===== src/hw/rtl/particle_pool_euler_update_top_assert.svh =====
// Assertion macros for the particle pool top level.
// Depends on nothing; included by particle_pool_euler_update_top.sv.
`ifndef PARTICLE_POOL_EULER_UPDATE_TOP_ASSERT_SVH
`define PARTICLE_POOL_EULER_UPDATE_TOP_ASSERT_SVH

// Check that a condition implies a consequence in the same cycle.
`define PP_ASSERT_IMPL(lbl, cond, cons) \
    lbl: assert property (@(posedge clk) disable iff (!rst_n) (cond) |-> (cons)) \
        else $error("pool check failed");

// Check that a condition implies a consequence in the next cycle.
`define PP_ASSERT_NEXT(lbl, cond, cons) \
    lbl: assert property (@(posedge clk) disable iff (!rst_n) (cond) |=> (cons)) \
        else $error("pool check failed");

`endif


===== src/hw/rtl/ppeu_pkg.sv =====
// Shared types and constants for the particle pool block.
// Depends on nothing.
package ppeu_pkg;
    localparam int MAX_PARTICLES = 256;

    localparam logic [1:0] ACT_SPAWN = 2'd0;
    localparam logic [1:0] ACT_TICK  = 2'd1;
    localparam logic [1:0] ACT_READ  = 2'd2;

    localparam logic CFG_CAP  = 1'b0;
    localparam logic CFG_RATE = 1'b1;

    localparam logic [8:0]  CAP_RESET  = 9'd256;
    localparam logic [19:0] RATE_RESET = 20'd78643;

    // Datapath commands from the controller.
    typedef struct packed {
        logic spawn_wr;   // write input particle at count
        logic rd_issue;   // read slot at addr
        logic rd_last;    // read slot count-1
        logic copy_wr;    // write fetched particle to addr
        logic upd_wr;     // write updated particle to addr
        logic calc_f;     // compute decay factor
        logic mul_lo;     // phase-one products
        logic mul_hi;     // phase-two products
        logic cap_read;   // latch read result
        logic clr_read;   // clear read result
    } ppeu_cmd_t;

    typedef struct packed {
        logic dies;       // fetched life <= dt
    } ppeu_sts_t;
endpackage


===== src/hw/rtl/ppeu_ctrl.sv =====
// Sequencer for spawn, tick and read items of the particle pool.
// Depends on ppeu_pkg.
module ppeu_ctrl #(
    parameter int AW = 8
) (
    input  logic                clk,
    input  logic                rst_n,
    input  logic                start,
    input  logic [1:0]          action,
    input  logic [AW-1:0]       index,
    input  logic [8:0]          capacity_limit,
    input  ppeu_pkg::ppeu_sts_t sts,
    output ppeu_pkg::ppeu_cmd_t cmd,
    output logic [AW-1:0]       addr,
    output logic [AW-1:0]       last_addr,
    output logic                busy,
    output logic                done,
    output logic [AW:0]         count,
    output logic                accepted,
    output logic                valid_res
);
    typedef enum logic [8:0] {
        S_IDLE  = 9'b000000001,
        S_CHECK = 9'b000000010,
        S_FETCH = 9'b000000100,
        S_EVAL  = 9'b000001000,
        S_LAST  = 9'b000010000,
        S_COPY  = 9'b000100000,
        S_MUL2  = 9'b001000000,
        S_WRITE = 9'b010000000,
        S_READ  = 9'b100000000
    } state_t;

    localparam int DEPTH = 1 << AW;

    state_t          state_reg, state_next;
    logic [AW:0]     count_reg, count_next;
    logic [AW:0]     i_reg, i_next;
    logic [AW-1:0]   ridx_reg, ridx_next;
    logic            acc_reg, acc_next, vld_reg, vld_next, done_next, done_reg;
    logic [AW:0]     cap;

    assign cap = (capacity_limit > 9'(DEPTH)) ? (AW+1)'(DEPTH) : (AW+1)'(capacity_limit);
    assign count = count_reg;
    assign accepted = acc_reg;
    assign valid_res = vld_reg;
    assign done = done_reg;
    assign busy = (state_reg != S_IDLE);
    assign last_addr = AW'(count_reg - 1'b1);
    assign addr = (state_reg == S_READ) ? ridx_reg
                : (state_reg == S_IDLE) ? count_reg[AW-1:0] : i_reg[AW-1:0];

    always_comb
    begin
        state_next = state_reg;
        count_next = count_reg;
        i_next = i_reg;
        ridx_next = ridx_reg;
        acc_next = acc_reg;
        vld_next = vld_reg;
        done_next = 1'b0;
        cmd = '0;
        unique case (state_reg)
            S_IDLE:
            begin
                if (start)
                begin
                    acc_next = 1'b0;
                    vld_next = 1'b0;
                    i_next = '0;
                    ridx_next = index;
                    cmd.clr_read = 1'b1;
                    if (action == ppeu_pkg::ACT_SPAWN)
                    begin
                        if (count_reg < cap)
                        begin
                            // store the beat at slot count while its fields are valid
                            cmd.spawn_wr = 1'b1;
                            state_next = S_WRITE;
                            acc_next = 1'b1;
                        end
                        else
                        begin
                            done_next = 1'b1;
                        end
                    end
                    else if (action == ppeu_pkg::ACT_TICK)
                    begin
                        cmd.calc_f = 1'b1;
                        state_next = S_CHECK;
                    end
                    else if (action == ppeu_pkg::ACT_READ
                             && (AW+1)'(index) < count_reg)
                    begin
                        vld_next = 1'b1;
                        state_next = S_READ;
                    end
                    else
                    begin
                        done_next = 1'b1;
                    end
                end
            end
            S_CHECK:
            begin
                if (i_reg < count_reg)
                begin
                    cmd.rd_issue = 1'b1;
                    state_next = S_EVAL;
                end
                else
                begin
                    state_next = S_IDLE;
                    done_next = 1'b1;
                end
            end
            S_FETCH:
            begin
                cmd.rd_issue = 1'b1;
                state_next = S_EVAL;
            end
            S_EVAL:
            begin
                if (sts.dies)
                begin
                    count_next = count_reg - 1'b1;
                    if (AW'(count_reg - 1'b1) != i_reg[AW-1:0])
                    begin
                        cmd.rd_last = 1'b1;
                        state_next = S_COPY;
                    end
                    else
                    begin
                        state_next = S_CHECK;
                    end
                end
                else
                begin
                    cmd.mul_lo = 1'b1;
                    state_next = S_MUL2;
                end
            end
            S_COPY:
            begin
                // moved particle sits in the read register: write and re-check it
                cmd.copy_wr = 1'b1;
                state_next = S_EVAL;
            end
            S_MUL2:
            begin
                cmd.mul_hi = 1'b1;
                state_next = S_LAST;
            end
            S_LAST:
            begin
                cmd.upd_wr = 1'b1;
                i_next = i_reg + 1'b1;
                state_next = S_CHECK;
            end
            S_WRITE:
            begin
                count_next = count_reg + 1'b1;
                done_next = 1'b1;
                state_next = S_IDLE;
            end
            S_READ:
            begin
                cmd.rd_issue = 1'b1;
                state_next = S_FETCH;
            end
            default:
            begin
                state_next = S_IDLE;
            end
        endcase
        if (state_reg == S_FETCH)
        begin
            // read path reuses the fetch state: latch result and finish
            cmd.rd_issue = 1'b0;
            cmd.cap_read = 1'b1;
            state_next = S_IDLE;
            done_next = 1'b1;
        end
    end

    always_ff @(posedge clk or negedge rst_n)
    begin
        if (!rst_n)
        begin
            state_reg <= S_IDLE;
            count_reg <= '0;
            i_reg <= '0;
            ridx_reg <= '0;
            acc_reg <= 1'b0;
            vld_reg <= 1'b0;
            done_reg <= 1'b0;
        end
        else
        begin
            state_reg <= state_next;
            count_reg <= count_next;
            i_reg <= i_next;
            ridx_reg <= ridx_next;
            acc_reg <= acc_next;
            vld_reg <= vld_next;
            done_reg <= done_next;
        end
    end
endmodule


===== config.mk =====
export PLATFORM = sky130hd
export DESIGN_NAME = ppeu_ctrl
export DESIGN_NICKNAME = d
export VERILOG_FILES = /design/src/hw/rtl/particle_pool_euler_update_top_assert.svh /design/src/hw/rtl/ppeu_pkg.sv /design/src/hw/rtl/ppeu_ctrl.sv
export SDC_FILE = /design/constraint.sdc
export NUM_CORES = 1
export LEC_CHECK = 0
export BUFFER_PORTS_ARGS = -buffer_cell sky130_fd_sc_hd__buf_4
export CAP_MARGIN = 15
export CORE_MARGIN = 2
export CORE_UTILIZATION = 30
export DETAILED_ROUTE_END_ITERATION = 8
export PLACE_DENSITY = 0.54
export SYNTH_ARGS = -nofsm -noshare
export SYNTH_HDL_FRONTEND = slang
export SYNTH_SLANG_ARGS = --single-unit

===== constraint.sdc =====
create_clock -name clk -period 2.5 [get_ports clk]
set_clock_uncertainty 0.15 [all_clocks]
set_input_delay 0.25 -clock clk [delete_from_list [all_inputs] [get_ports clk]]
set_output_delay 0.25 -clock clk [all_outputs]
set_load 0.05 [all_outputs]

# Word-level counts from Yosys, hierarchy flattened
# Index checks and enable logic that the tools add are counted.
# word_totals
ff_bits	38
out_inout_bits	39
# classes
n_addsub	3
order_cmp	4
muxes	50
reduce_logical	8
eq_ne	18
# op_table
operator	n
$mux W9	9
$pmux W9 S7	1
$pmux W9 S2	2
$mux W1	31
$add A9 B1 Y9 const B	2
$lt A9 B9 Y1	2
$mux W8	2
$eq A9 B1 Y1 const B	1
$eq A9 B2 Y1 const B	1
$eq A9 B3 Y1 const B	1
$eq A9 B4 Y1 const B	1
$eq A9 B5 Y1 const B	1
$eq A9 B6 Y1 const B	1
$eq A9 B7 Y1 const B	1
$eq A9 B8 Y1 const B	1
$eq A9 B9 Y1 const B	1
$gt A9 B9 Y1 const B	1
$lt A8 B9 Y1	1
$ne A9 B1 Y1 const B	1
$sub A9 B1 Y9 const B	1
$ne A8 B8 Y1	1
$mux W7	1
$mux W6	1
$reduce_and A2 Y1	3
other kinds (13)	15

# Longest topological paths before layout
# Gate-level depths: netlist of run 1.
# logic_depth
word_depth	8
mapped_depth	9
mapped_depth_nobuf	9

# Worst setup path before layout of run 1
# Ideal clock, no wire load.
# synth_path
kind	reg2out
start	register count_reg[0] (netlist: count[0])
end	output port cmd[7] (netlist name)
required_time_ns	2.100
path_stages_with_launch	8
t_arrival_ns	3.621
path_buffers	0
setup_slack_ns	-1.521
cell_sequence	dfrtp_1 > inv_1 > ha_1 > nor3b_1 > and3_1 > xnor2_1 > xor2_1 > o311a_1
# synth_lines
item	line_no	rtl
from (decl)	ppeu_ctrl.sv:37	logic [AW:0] count_reg, count_next;
from (signal assigned)	ppeu_ctrl.sv:201	count_reg <= count_next;
to (decl)	ppeu_ctrl.sv:13	output ppeu_pkg::ppeu_cmd_t cmd,

==> qor.yml, run 1 <==
outcome:
  status: "finished with violations"
  violations: "setup timing"
sta:
  period_minus_slack_ns: 2.70
  setup-violations-final: 11
  slew_headroom_pct: 62.9
  hold_violations: 0
  period_share_pct: 108
  slew_viol_final: 0
  tightest_slew_ns: 0.557
  fin_ws_ns: -0.197
  rsz0062_at_grt: "true"
  clock.fmax_mhz: 371
synth:
  synth_seq_area_share_pct: 33.5
  synth_top_family_by_area: "simple AND/OR/NAND/NOR gates"
  ys_seq_elements: 38
  synth_ff_type: "dfrtp_1"
  synth.net_count: 386
  syn_area_per_cell_sq_um: 8.46
  synthSimpleGateAreaFrac_pct: 26.0
  synthMuxAreaShare_pct: 0
  synth-compound-area-share_pct: 16.5
  async_reset_ff_share_pct: 100
  ys_types: 53
  ys_warn_count: 0
  synth_edf_count: 0
  syn_inst: 336
  synth_area_sq_mm: 0.00284
  synth_xor_area_share_pct: 8.36
  synth_adder_area_share_pct: 11.9
critical_path:
  path_depth: 9
  start_kind: "flip-flop"
  cpMaxStageDelayCell: "dfrtp_4"
  crit_fanout: 4
  critical-path-top-delay-family: "compound AO/OA/AOI/OAI gates"
  path_cells: "clkinvlp_4 -> ha_4 -> nor3b_4 -> buf_6 -> xnor2_4 -> and2_1 -> o211ai_1 -> o311a_4 -> buf_8"
  crit_type: "flip-flop to output port"
  worstPathRequired_ns: 2.10
  cp.arrival_ns: 2.30
  rr_worst_depth: 7
  r2r-start: "state_reg[0]"
  startpoint: "count[0]"
  max_stage_delay_ns: 0.50
  critPathBufInv: 3
  end_kind: "output port"
power_and_ir_drop:
  ir_drop_mv: 0.799
  leakage_nw: 2.22
  total_power_mw: 6.11
  p_per_area_mw_per_mm2: 1270
die:
  ioPinCount: 62
  die_area_sq_mm: 0.0103
  core-area_sq_mm: 0.00920
  start_util_pct: 30.9
  rows: 35
  die_x_microns: 101
  die_h_microns: 101
global_route:
  antenna_found_initial: 0
  track_usage_pct: 19.4
  grt_pass1_vias: 3016
  grt_pass1_wl_microns: 15400
  overflow: 0
  grt_max_degree: 39
clock_network:
  cts_tree: "built"
  clk_path_buf_depth: 2
  cts_buffers: 5
  htreeDepth: 2
  clock_latency_ns: 0.30
  cts_root_buffer: "clkbuf_8"
  cts_sinks: 38
  path_clk_slew_ns: 0.09
final_layout:
  layout_common_cells: "buf_4 (113), nand2_1 (43), dfrtp_1 (31), ha_1 (24), buf_6 (17)"
  area_growth_syn_to_layout_pct: 69.4
  diodes: 0
  fin_nets: 524
  drive_above_1_share_pct: 49.5
  layout_commonest_cell: "buf_4"
routing:
  postRouteAntennaNets: 0
  routed_via_density: 5.06
  drt_iter0_drc: 108
  routed_wl_microns: 9440
  wl_per_cell_microns: 16.1
  num_vias: 2967
  drc_errors: 0
  first_pass_iters: 4
hold_path:
  hp-class: "input port to flip-flop"
  min-delay-start: "index[7]"
  hold_depth: 3
placement:
  place_hpwl_microns: 6870
  finalWeightedCongestion: 0.832
  dpl_worst_slack_ns: -0.0597
  numPortBuffers: 61
job:
  maxCapViolations: 0
-- Yosys cell counts (7+ instances only) --
library cell	instances	area [sq um]
nor2_1	24	90.1
inv_1	13	48.8
o21ai_0	25	125
nor4_1	7	43.8
clkbuf_1	8	30.0
nand2_1	53	199
a21oi_1	18	90.1
dfrtp_1	37	926
nor3_1	12	60.1
xnor2_1	16	140
ha_1	27	338
-- worst paths after layout --
kind | endpoint | slack, ns
worst max-delay path | cmd[7] | -0.20
worst min-delay path | ridx_reg[7] | 0.01
worst max register to register | state_reg[1] | 0.10
worst min register to register | accepted | 0.33
max in group asynchronous | count[0] | 1.45
min in group asynchronous | count[0] | 0.34
-- repair_timing --
item	CTS	global route
hold buffers	1	0
gates resized for setup	62	34
pin swaps	17	21
setup buffers	21	10
endpoints found under the setup margin	14	20
hold endpoints to repair	37	0
gates cloned	3	0
-- cell families (layout without fill, tap and decap cells) --
logic type               after synthesis  after routing
AND/OR/NAND/NOR                      144            144
AO/OA/AOI/OAI                         75             75
flip-flops                            38             38
buffers and inverters                 28            167
adder cells (fa/ha/maj)               27             27
XOR/XNOR                              24             24
-- layer usage --
metal | up-vias | part of all wire, % | track usage (%)
met3 | 15 | 2.7 | 3.31
met4 | 0 | 2.3 | 6.34
met5 | - | 0 | 0
met1 | 1414 | 47 | 26.1
li1 | 1481 | - | -
met2 | 57 | 48 | 31.9
-- cell type report --
| type | count | area [sq um] |
|---|---|---|
| clock buffer | 7 | 86.3 |
| clock inverter | 1 | 5.00 |
| fill | 842 | 4380 |
| inverter | 17 | 86.3 |
| multi-input combinational | 270 | 2280 |
| sequential | 38 | 962 |
| tap | 111 | 139 |
| timing repair buffer | 141 | 1240 |
| timing repair inverter | 1 | 16.3 |
-- report_power, final --
| group | total (mW) | leakage (nW) | switching [mW] | internal (mW) |
|---|---|---|---|---|
| Sequential | 0.975 | 0.498 | 0.183 | 0.792 |
| Clock | 0.448 | 0.0482 | 0.226 | 0.223 |
| Combinational | 4.69 | 1.67 | 2.71 | 1.98 |
-- tightest hold or removal path: stages --
cell and delay (ns):
buf_4 0.09, nand2_1 0.04, nand2_1 0.05
-- stage by stage --
stage / setup TNS (ns) / cell area (sq um) / utilization, % / cells / hold WS [ns]
after floorplan: -1.22 / 3120 / - / 336 / -0.196
after global placement: -0.0542 / 4040 / 43.9 / 547 / 0.117
after detailed placement: -0.0597 / 4040 / 43.9 / 547 / 0.129
after CTS: -0.647 / 4610 / 50.1 / 580 / 0.00185
after global routing: -1.69 / 4810 / 52.4 / 586 / 0.00566
final: -0.592 / 4810 / 52.4 / 586 / 0.00959
(Power assumes the default switching activity.)
==> inputs of run 2 (changes only) <==
--- a/config.mk
+++ b/config.mk
@@ -5,12 +5,13 @@
 export SDC_FILE = /design/constraint.sdc
 export NUM_CORES = 1
 export LEC_CHECK = 0
+export ABC_AREA = 1
 export BUFFER_PORTS_ARGS = -buffer_cell sky130_fd_sc_hd__buf_4
 export CAP_MARGIN = 15
 export CORE_MARGIN = 2
 export CORE_UTILIZATION = 30
 export DETAILED_ROUTE_END_ITERATION = 8
-export PLACE_DENSITY = 0.54
+export PLACE_DENSITY = 0.53
 export SYNTH_ARGS = -nofsm -noshare
 export SYNTH_HDL_FRONTEND = slang
 export SYNTH_SLANG_ARGS = --single-unit
==> qor.yml, run 2 <==
outcome:
  status: "finished with violations"
  violations: "setup timing"
hold_path:
  min-delay-start: "index[7]"
  hp-class: "input port to flip-flop"
critical_path:
  crit_type: "flip-flop to output port"
  r2r-start: "count[0]"
  worstPathRequired_ns: 2.10
  startpoint: "count[0]"
  cp.arrival_ns: 2.18
  start_kind: "flip-flop"
  crit_fanout: 4
  end_kind: "output port"
sta:
  slew_headroom_pct: 63.6
  fin_ws_ns: -0.0782
  rsz0062_at_grt: "true"
  clock.fmax_mhz: 388
  slew_viol_final: 0
  tightest_slew_ns: 0.546
  period_share_pct: 103
  setup-violations-final: 1
  period_minus_slack_ns: 2.58
  hold_violations: 0
global_route:
  grt_pass1_wl_microns: 16600
  antenna_found_initial: 0
  overflow: 0
  grt_pass1_vias: 3397
  track_usage_pct: 17.8
  grt_max_degree: 39
power_and_ir_drop:
  ir_drop_mv: 0.714
  p_per_area_mw_per_mm2: 1150
  total_power_mw: 5.71
  leakage_nw: 2.51
routing:
  first_pass_iters: 4
  postRouteAntennaNets: 0
  routed_wl_microns: 10800
  drt_iter0_drc: 207
  num_vias: 3624
  drc_errors: 0
  wl_per_cell_microns: 14.3
  routed_via_density: 4.81
clock_network:
  clk_path_buf_depth: 2
  path_clk_slew_ns: 0.08
  cts_root_buffer: "clkbuf_8"
  cts_buffers: 5
  htreeDepth: 2
  cts_sinks: 38
  clock_latency_ns: 0.30
  cts_tree: "built"
synth:
  synth_area_sq_mm: 0.00332
  synth_common_cells: "nand2_1 (126), nor2_1 (61), inv_1 (50)"
  synth_ff_type: "dfrtp_1"
  ys_seq_elements: 38
  syn_inst: 481
  async_reset_ff_share_pct: 100
  yosys-top-cells-area: "dfrtp_1 (28%), nand2_1 (14%), ha_1 (10%)"
  syn_area_per_cell_sq_um: 6.91
  synth_top_cell_by_area: "dfrtp_1"
  synth_edf_count: 0
  synth_top_area_share_pct: 27.9
  ys_warn_count: 0
  ys_types: 39
  synth.net_count: 531
  yosysMostFrequentCell: "nand2_1"
  synth_seq_area_share_pct: 28.6
job:
  maxCapViolations: 0
placement:
  numPortBuffers: 61
  place_hpwl_microns: 7900
  finalWeightedCongestion: 0.874
  place_inst: 703
die:
  die_area_sq_mm: 0.0119
  die_x_microns: 109
  die_h_microns: 109
  ioPinCount: 62
  core-area_sq_mm: 0.0108
  rows: 38
  start_util_pct: 30.7
final_layout:
  stdcell_count: 753
  drive_above_1_share_pct: 37.2
  diodes: 0
  fin_nets: 662
  layout_common_cells: "nand2_1 (113), buf_4 (108), nor2_1 (55), inv_1 (45), nand3_1 (32)"
  layout_commonest_cell: "nand2_1"
  area_growth_syn_to_layout_pct: 48.6
run 2: cell types whose count changed in the layout (fill, tap and decap cells not counted), moves of 11 or more:
cell,delta
nand4_1,+15
nor2_1,+39
nand2_1,+70
inv_1,+37
xnor2_1,-11
nand3_1,+27
run 2: final cells by class:
cell class / count / area [sq um]
Clock inverter: 1 / 5.00
Inverter: 63 / 272
Tap cell: 140 / 175
Timing Repair Buffer: 131 / 1080
Clock buffer: 7 / 86.3
Sequential cell: 38 / 968
Multi-Input combinational cell: 373 / 2350
Fill cell: 1110 / 5900
run 2: power breakdown:
group	internal, mW	switching, mW	leakage [nW]
clock	0.223	0.248	0.0482
sequential	0.789	0.156	0.488
combinational	1.63	2.66	1.98
run 2: logic make-up (layout without fill, tap and decap cells):
kind of cell	Yosys count	count (layout)	share of synthesized area (%)
simple gates	270	271	38.6
mux	1	1	0.301
fa+ha+maj	27	27	10.2
flops	38	38	28.6
buf+inv	71	202	9.18
xor+xnor	14	14	3.69
compound gates	60	60	9.41
run 2: final timing paths:
path,endpoint,slack [ns],depth (start not counted)
max,cmd[7],-0.08,13
min,ridx_reg[7],0.01,3
min in group asynchronous,ridx_reg[1],0.32,2
min reg2reg,ridx_reg[2],0.33,2
max reg2reg,state_reg[1],0.01,18
max in group asynchronous,count[0],1.47,2
run 2: critical path: stages (launching register included):
cell	delay [ns]
dfrtp_4	0.53
clkinvlp_4	0.11
ha_4	0.20
nand2_2	0.05
nand2_1	0.05
nor2_1	0.10
nand2_1	0.06
nor2_1	0.10
nand3_1	0.11
nor2_2	0.14
nand3_1	0.10
nand2_2	0.11
clkinvlp_4	0.09
buf_6	0.15
run 2: what timing repair did:
item / 4_1_cts / 5_1_grt
cloned: 0 / 1
gates resized for setup: 12 / 74
endpoints found under the hold margin: 38 / 0
setup buffers: 12 / 28
hold buffers: 2 / 0
pin swaps: 1 / 30
setup endpoints to repair: 4 / 11
run 2: through the flow:
step                hold WS [ns]  TNS, ns  instance area [sq um]  utilization [%]  setup WS [ns]
floorplan                 -0.196   -0.164                   3370                -         -0.152
global placement           0.127        0                   4160             38.4         0.0571
detailed placement         0.128        0                   4160             38.4        0.00290
CTS                       0.0110   -0.179                   4400             40.6        -0.0769
global route              0.0135   -0.467                   4940             45.6         -0.255
finish                    0.0120  -0.0782                   4940             45.6        -0.0782
run 2: layer usage:
layer	vias up	routed length (microns)	global-route usage [%]
li1	1839	-	-
met1	1684	4760	23.2
met2	85	5360	30.2
met3	16	416	2.69
met4	0	212	5.42
met5	-	0	0
==> inputs of run 3 (changes only) <==
--- a/config.mk
+++ b/config.mk
@@ -12,6 +12,7 @@
 export CORE_UTILIZATION = 30
 export DETAILED_ROUTE_END_ITERATION = 8
 export PLACE_DENSITY = 0.53
+export SETUP_SLACK_MARGIN = 0.4
 export SYNTH_ARGS = -nofsm -noshare
 export SYNTH_HDL_FRONTEND = slang
 export SYNTH_SLANG_ARGS = --single-unit
==> constraint.sdc (replaced) <==
create_clock -name clk -period 2.5 [get_ports clk]
set_clock_uncertainty 0.15 [all_clocks]
set_input_delay 0.25 -clock clk [delete_from_list [all_inputs] [get_ports clk]]
set_output_delay 0.25 -clock clk [all_outputs]
set_load 0.005 [all_outputs]
==> qor.yml, run 3 (synthesis gave the netlist of run 2 again) <==
outcome:
  status: "finished, final reports clean"
final_layout:
  layout_commonest_cell: "nand2_1"
  stdcell_count: 743
  drive_above_1_share_pct: 38.8
  fin_nets: 652
  layout_common_cells: "nand2_1 (112), buf_4 (106), nor2_1 (45), inv_1 (43), dfrtp_1 (28)"
  area_growth_syn_to_layout_pct: 46.9
  diodes: 0
placement:
  place_hpwl_microns: 7850
  numPortBuffers: 61
  finalWeightedCongestion: 0.849
  place_inst: 695
sta:
  whs_ns: 0.00572
  rsz0062_at_grt: "true"
  clock.fmax_mhz: 420
  slew_headroom_pct: 64.4
  period_share_pct: 95.1
  slew_viol_final: 0
  period_minus_slack_ns: 2.38
  tightest_slew_ns: 0.533
  setup-violations-final: 0
  hold_violations: 0
routing:
  drc_errors: 0
  routed_wl_microns: 10900
  first_pass_iters: 5
  num_vias: 3633
  postRouteAntennaNets: 0
  drt_iter0_drc: 185
  wl_per_cell_microns: 14.7
  routed_via_density: 4.89
die:
  rows: 38
  die_h_microns: 109
  core-area_sq_mm: 0.0108
  ioPinCount: 62
  die_area_sq_mm: 0.0119
  start_util_pct: 30.7
  die_x_microns: 109
job:
  maxCapViolations: 0
global_route:
  overflow: 0
  grt_max_degree: 39
  antenna_found_initial: 0
  grt_pass1_wl_microns: 17500
  track_usage_pct: 18.6
  grt_pass1_vias: 3590
power_and_ir_drop:
  leakage_nw: 2.48
  ir_drop_mv: 0.453
  total_power_mw: 4.71
  comb_power_share_pct: 70.0
  power.switching_mw: 2.27
  p_sw_share_pct: 48.1
  p_per_area_mw_per_mm2: 965
  power_frac_seq_pct: 20.1
  internal_power_mw: 2.45
  p_clk_share_pct: 9.9
critical_path:
  cp.arrival_ns: 1.98
  worstPathRequired_ns: 2.10
  end_kind: "output port"
  crit_type: "flip-flop to output port"
  start_kind: "flip-flop"
  crit_fanout: 3
clock_network:
  clock_latency_ns: 0.30
  htreeDepth: 2
  path_clk_slew_ns: 0.08
  cts_tree: "built"
  clk_path_buf_depth: 2
  cts_root_buffer: "clkbuf_8"
  cts_sinks: 38
  cts_buffers: 5
hold_path:
  hp-class: "input port to flip-flop"
==> run 3: cell type report <==
| cell class | count | area, sq um |
|---|---|---|
| Tap cell | 140 | 175 |
| Inverter | 63 | 256 |
| Multi-Input combinational cell | 373 | 2430 |
| Clock inverter | 1 | 5.00 |
| Timing Repair inverter | 1 | 7.51 |
| Clock buffer | 7 | 86.3 |
| Sequential cell | 38 | 963 |
| Timing Repair Buffer | 120 | 960 |
| Fill cell | 1120 | 5960 |
==> run 3: worst paths after layout <==
path                              start  slack [ns]  cells past startpoint      endpoint
max                            count[2]        0.12                      9        cmd[8]
min                            index[3]       0.006                      3   ridx_reg[3]
max reg2reg                state_reg[0]        0.48                      9  state_reg[8]
min reg2reg                 ridx_reg[3]        0.33                      2   ridx_reg[3]
max in group asynchronous         rst_n        1.49                      2      i_reg[7]
min in group asynchronous         rst_n        0.31                      2      i_reg[0]
==> run 3: metal layers <==
metal | vias up | GRT usage (%) | wire length, microns
li1 | 1815 | - | -
met1 | 1718 | 23.5 | 4750
met2 | 84 | 33.0 | 5590
met3 | 16 | 2.75 | 375
met4 | 0 | 4.97 | 188
met5 | - | 0 | 0
==> run 3: critical path, cell delays in order, from the launching register on <==
cell and delay (ns):
dfrtp_1 0.40, inv_2 0.07, ha_1 0.30, a21oi_2 0.12
o21ai_1 0.09, nand2_1 0.09, o2111ai_2 0.17, or2_4 0.27
nand2_1 0.06, buf_4 0.10
==> run 3: what timing repair did <==
item | 4_1_cts | 5_1_grt
gates cloned | 2 | 0
endpoints found under the hold margin | 38 | 0
setup buffers | 20 | 16
pin swaps | 21 | 34
setup endpoints to repair | 19 | 26
resized for setup | 50 | 55
hold buffers | 2 | 0
==> run 3: stage by stage <==
step	util (%)	worst slack [ns]	setup TNS, ns	instance area (sq um)
6_report	45.0	0.121	0	4880
5_1_grt	45.0	-0.0135	-0.0135	4880
4_1_cts	42.0	0.0464	0	4550
3_5_place_dp	37.4	0.0476	0	4060
3_3_place_gp	37.4	0.0968	0	4060
2_1_floorplan	-	0.476	0	3320
==> run 3: power groups by stage <==
stage          clock, mW  sequential [mW]  combinational [mW]
2_1_floorplan          0            0.923                1.61
3_3_place_gp           0            0.934                2.52
3_5_place_dp           0            0.938                2.55
4_1_cts            0.479            0.938                2.99
5_1_grt            0.493            0.969                3.64
6_report           0.468            0.946                3.30
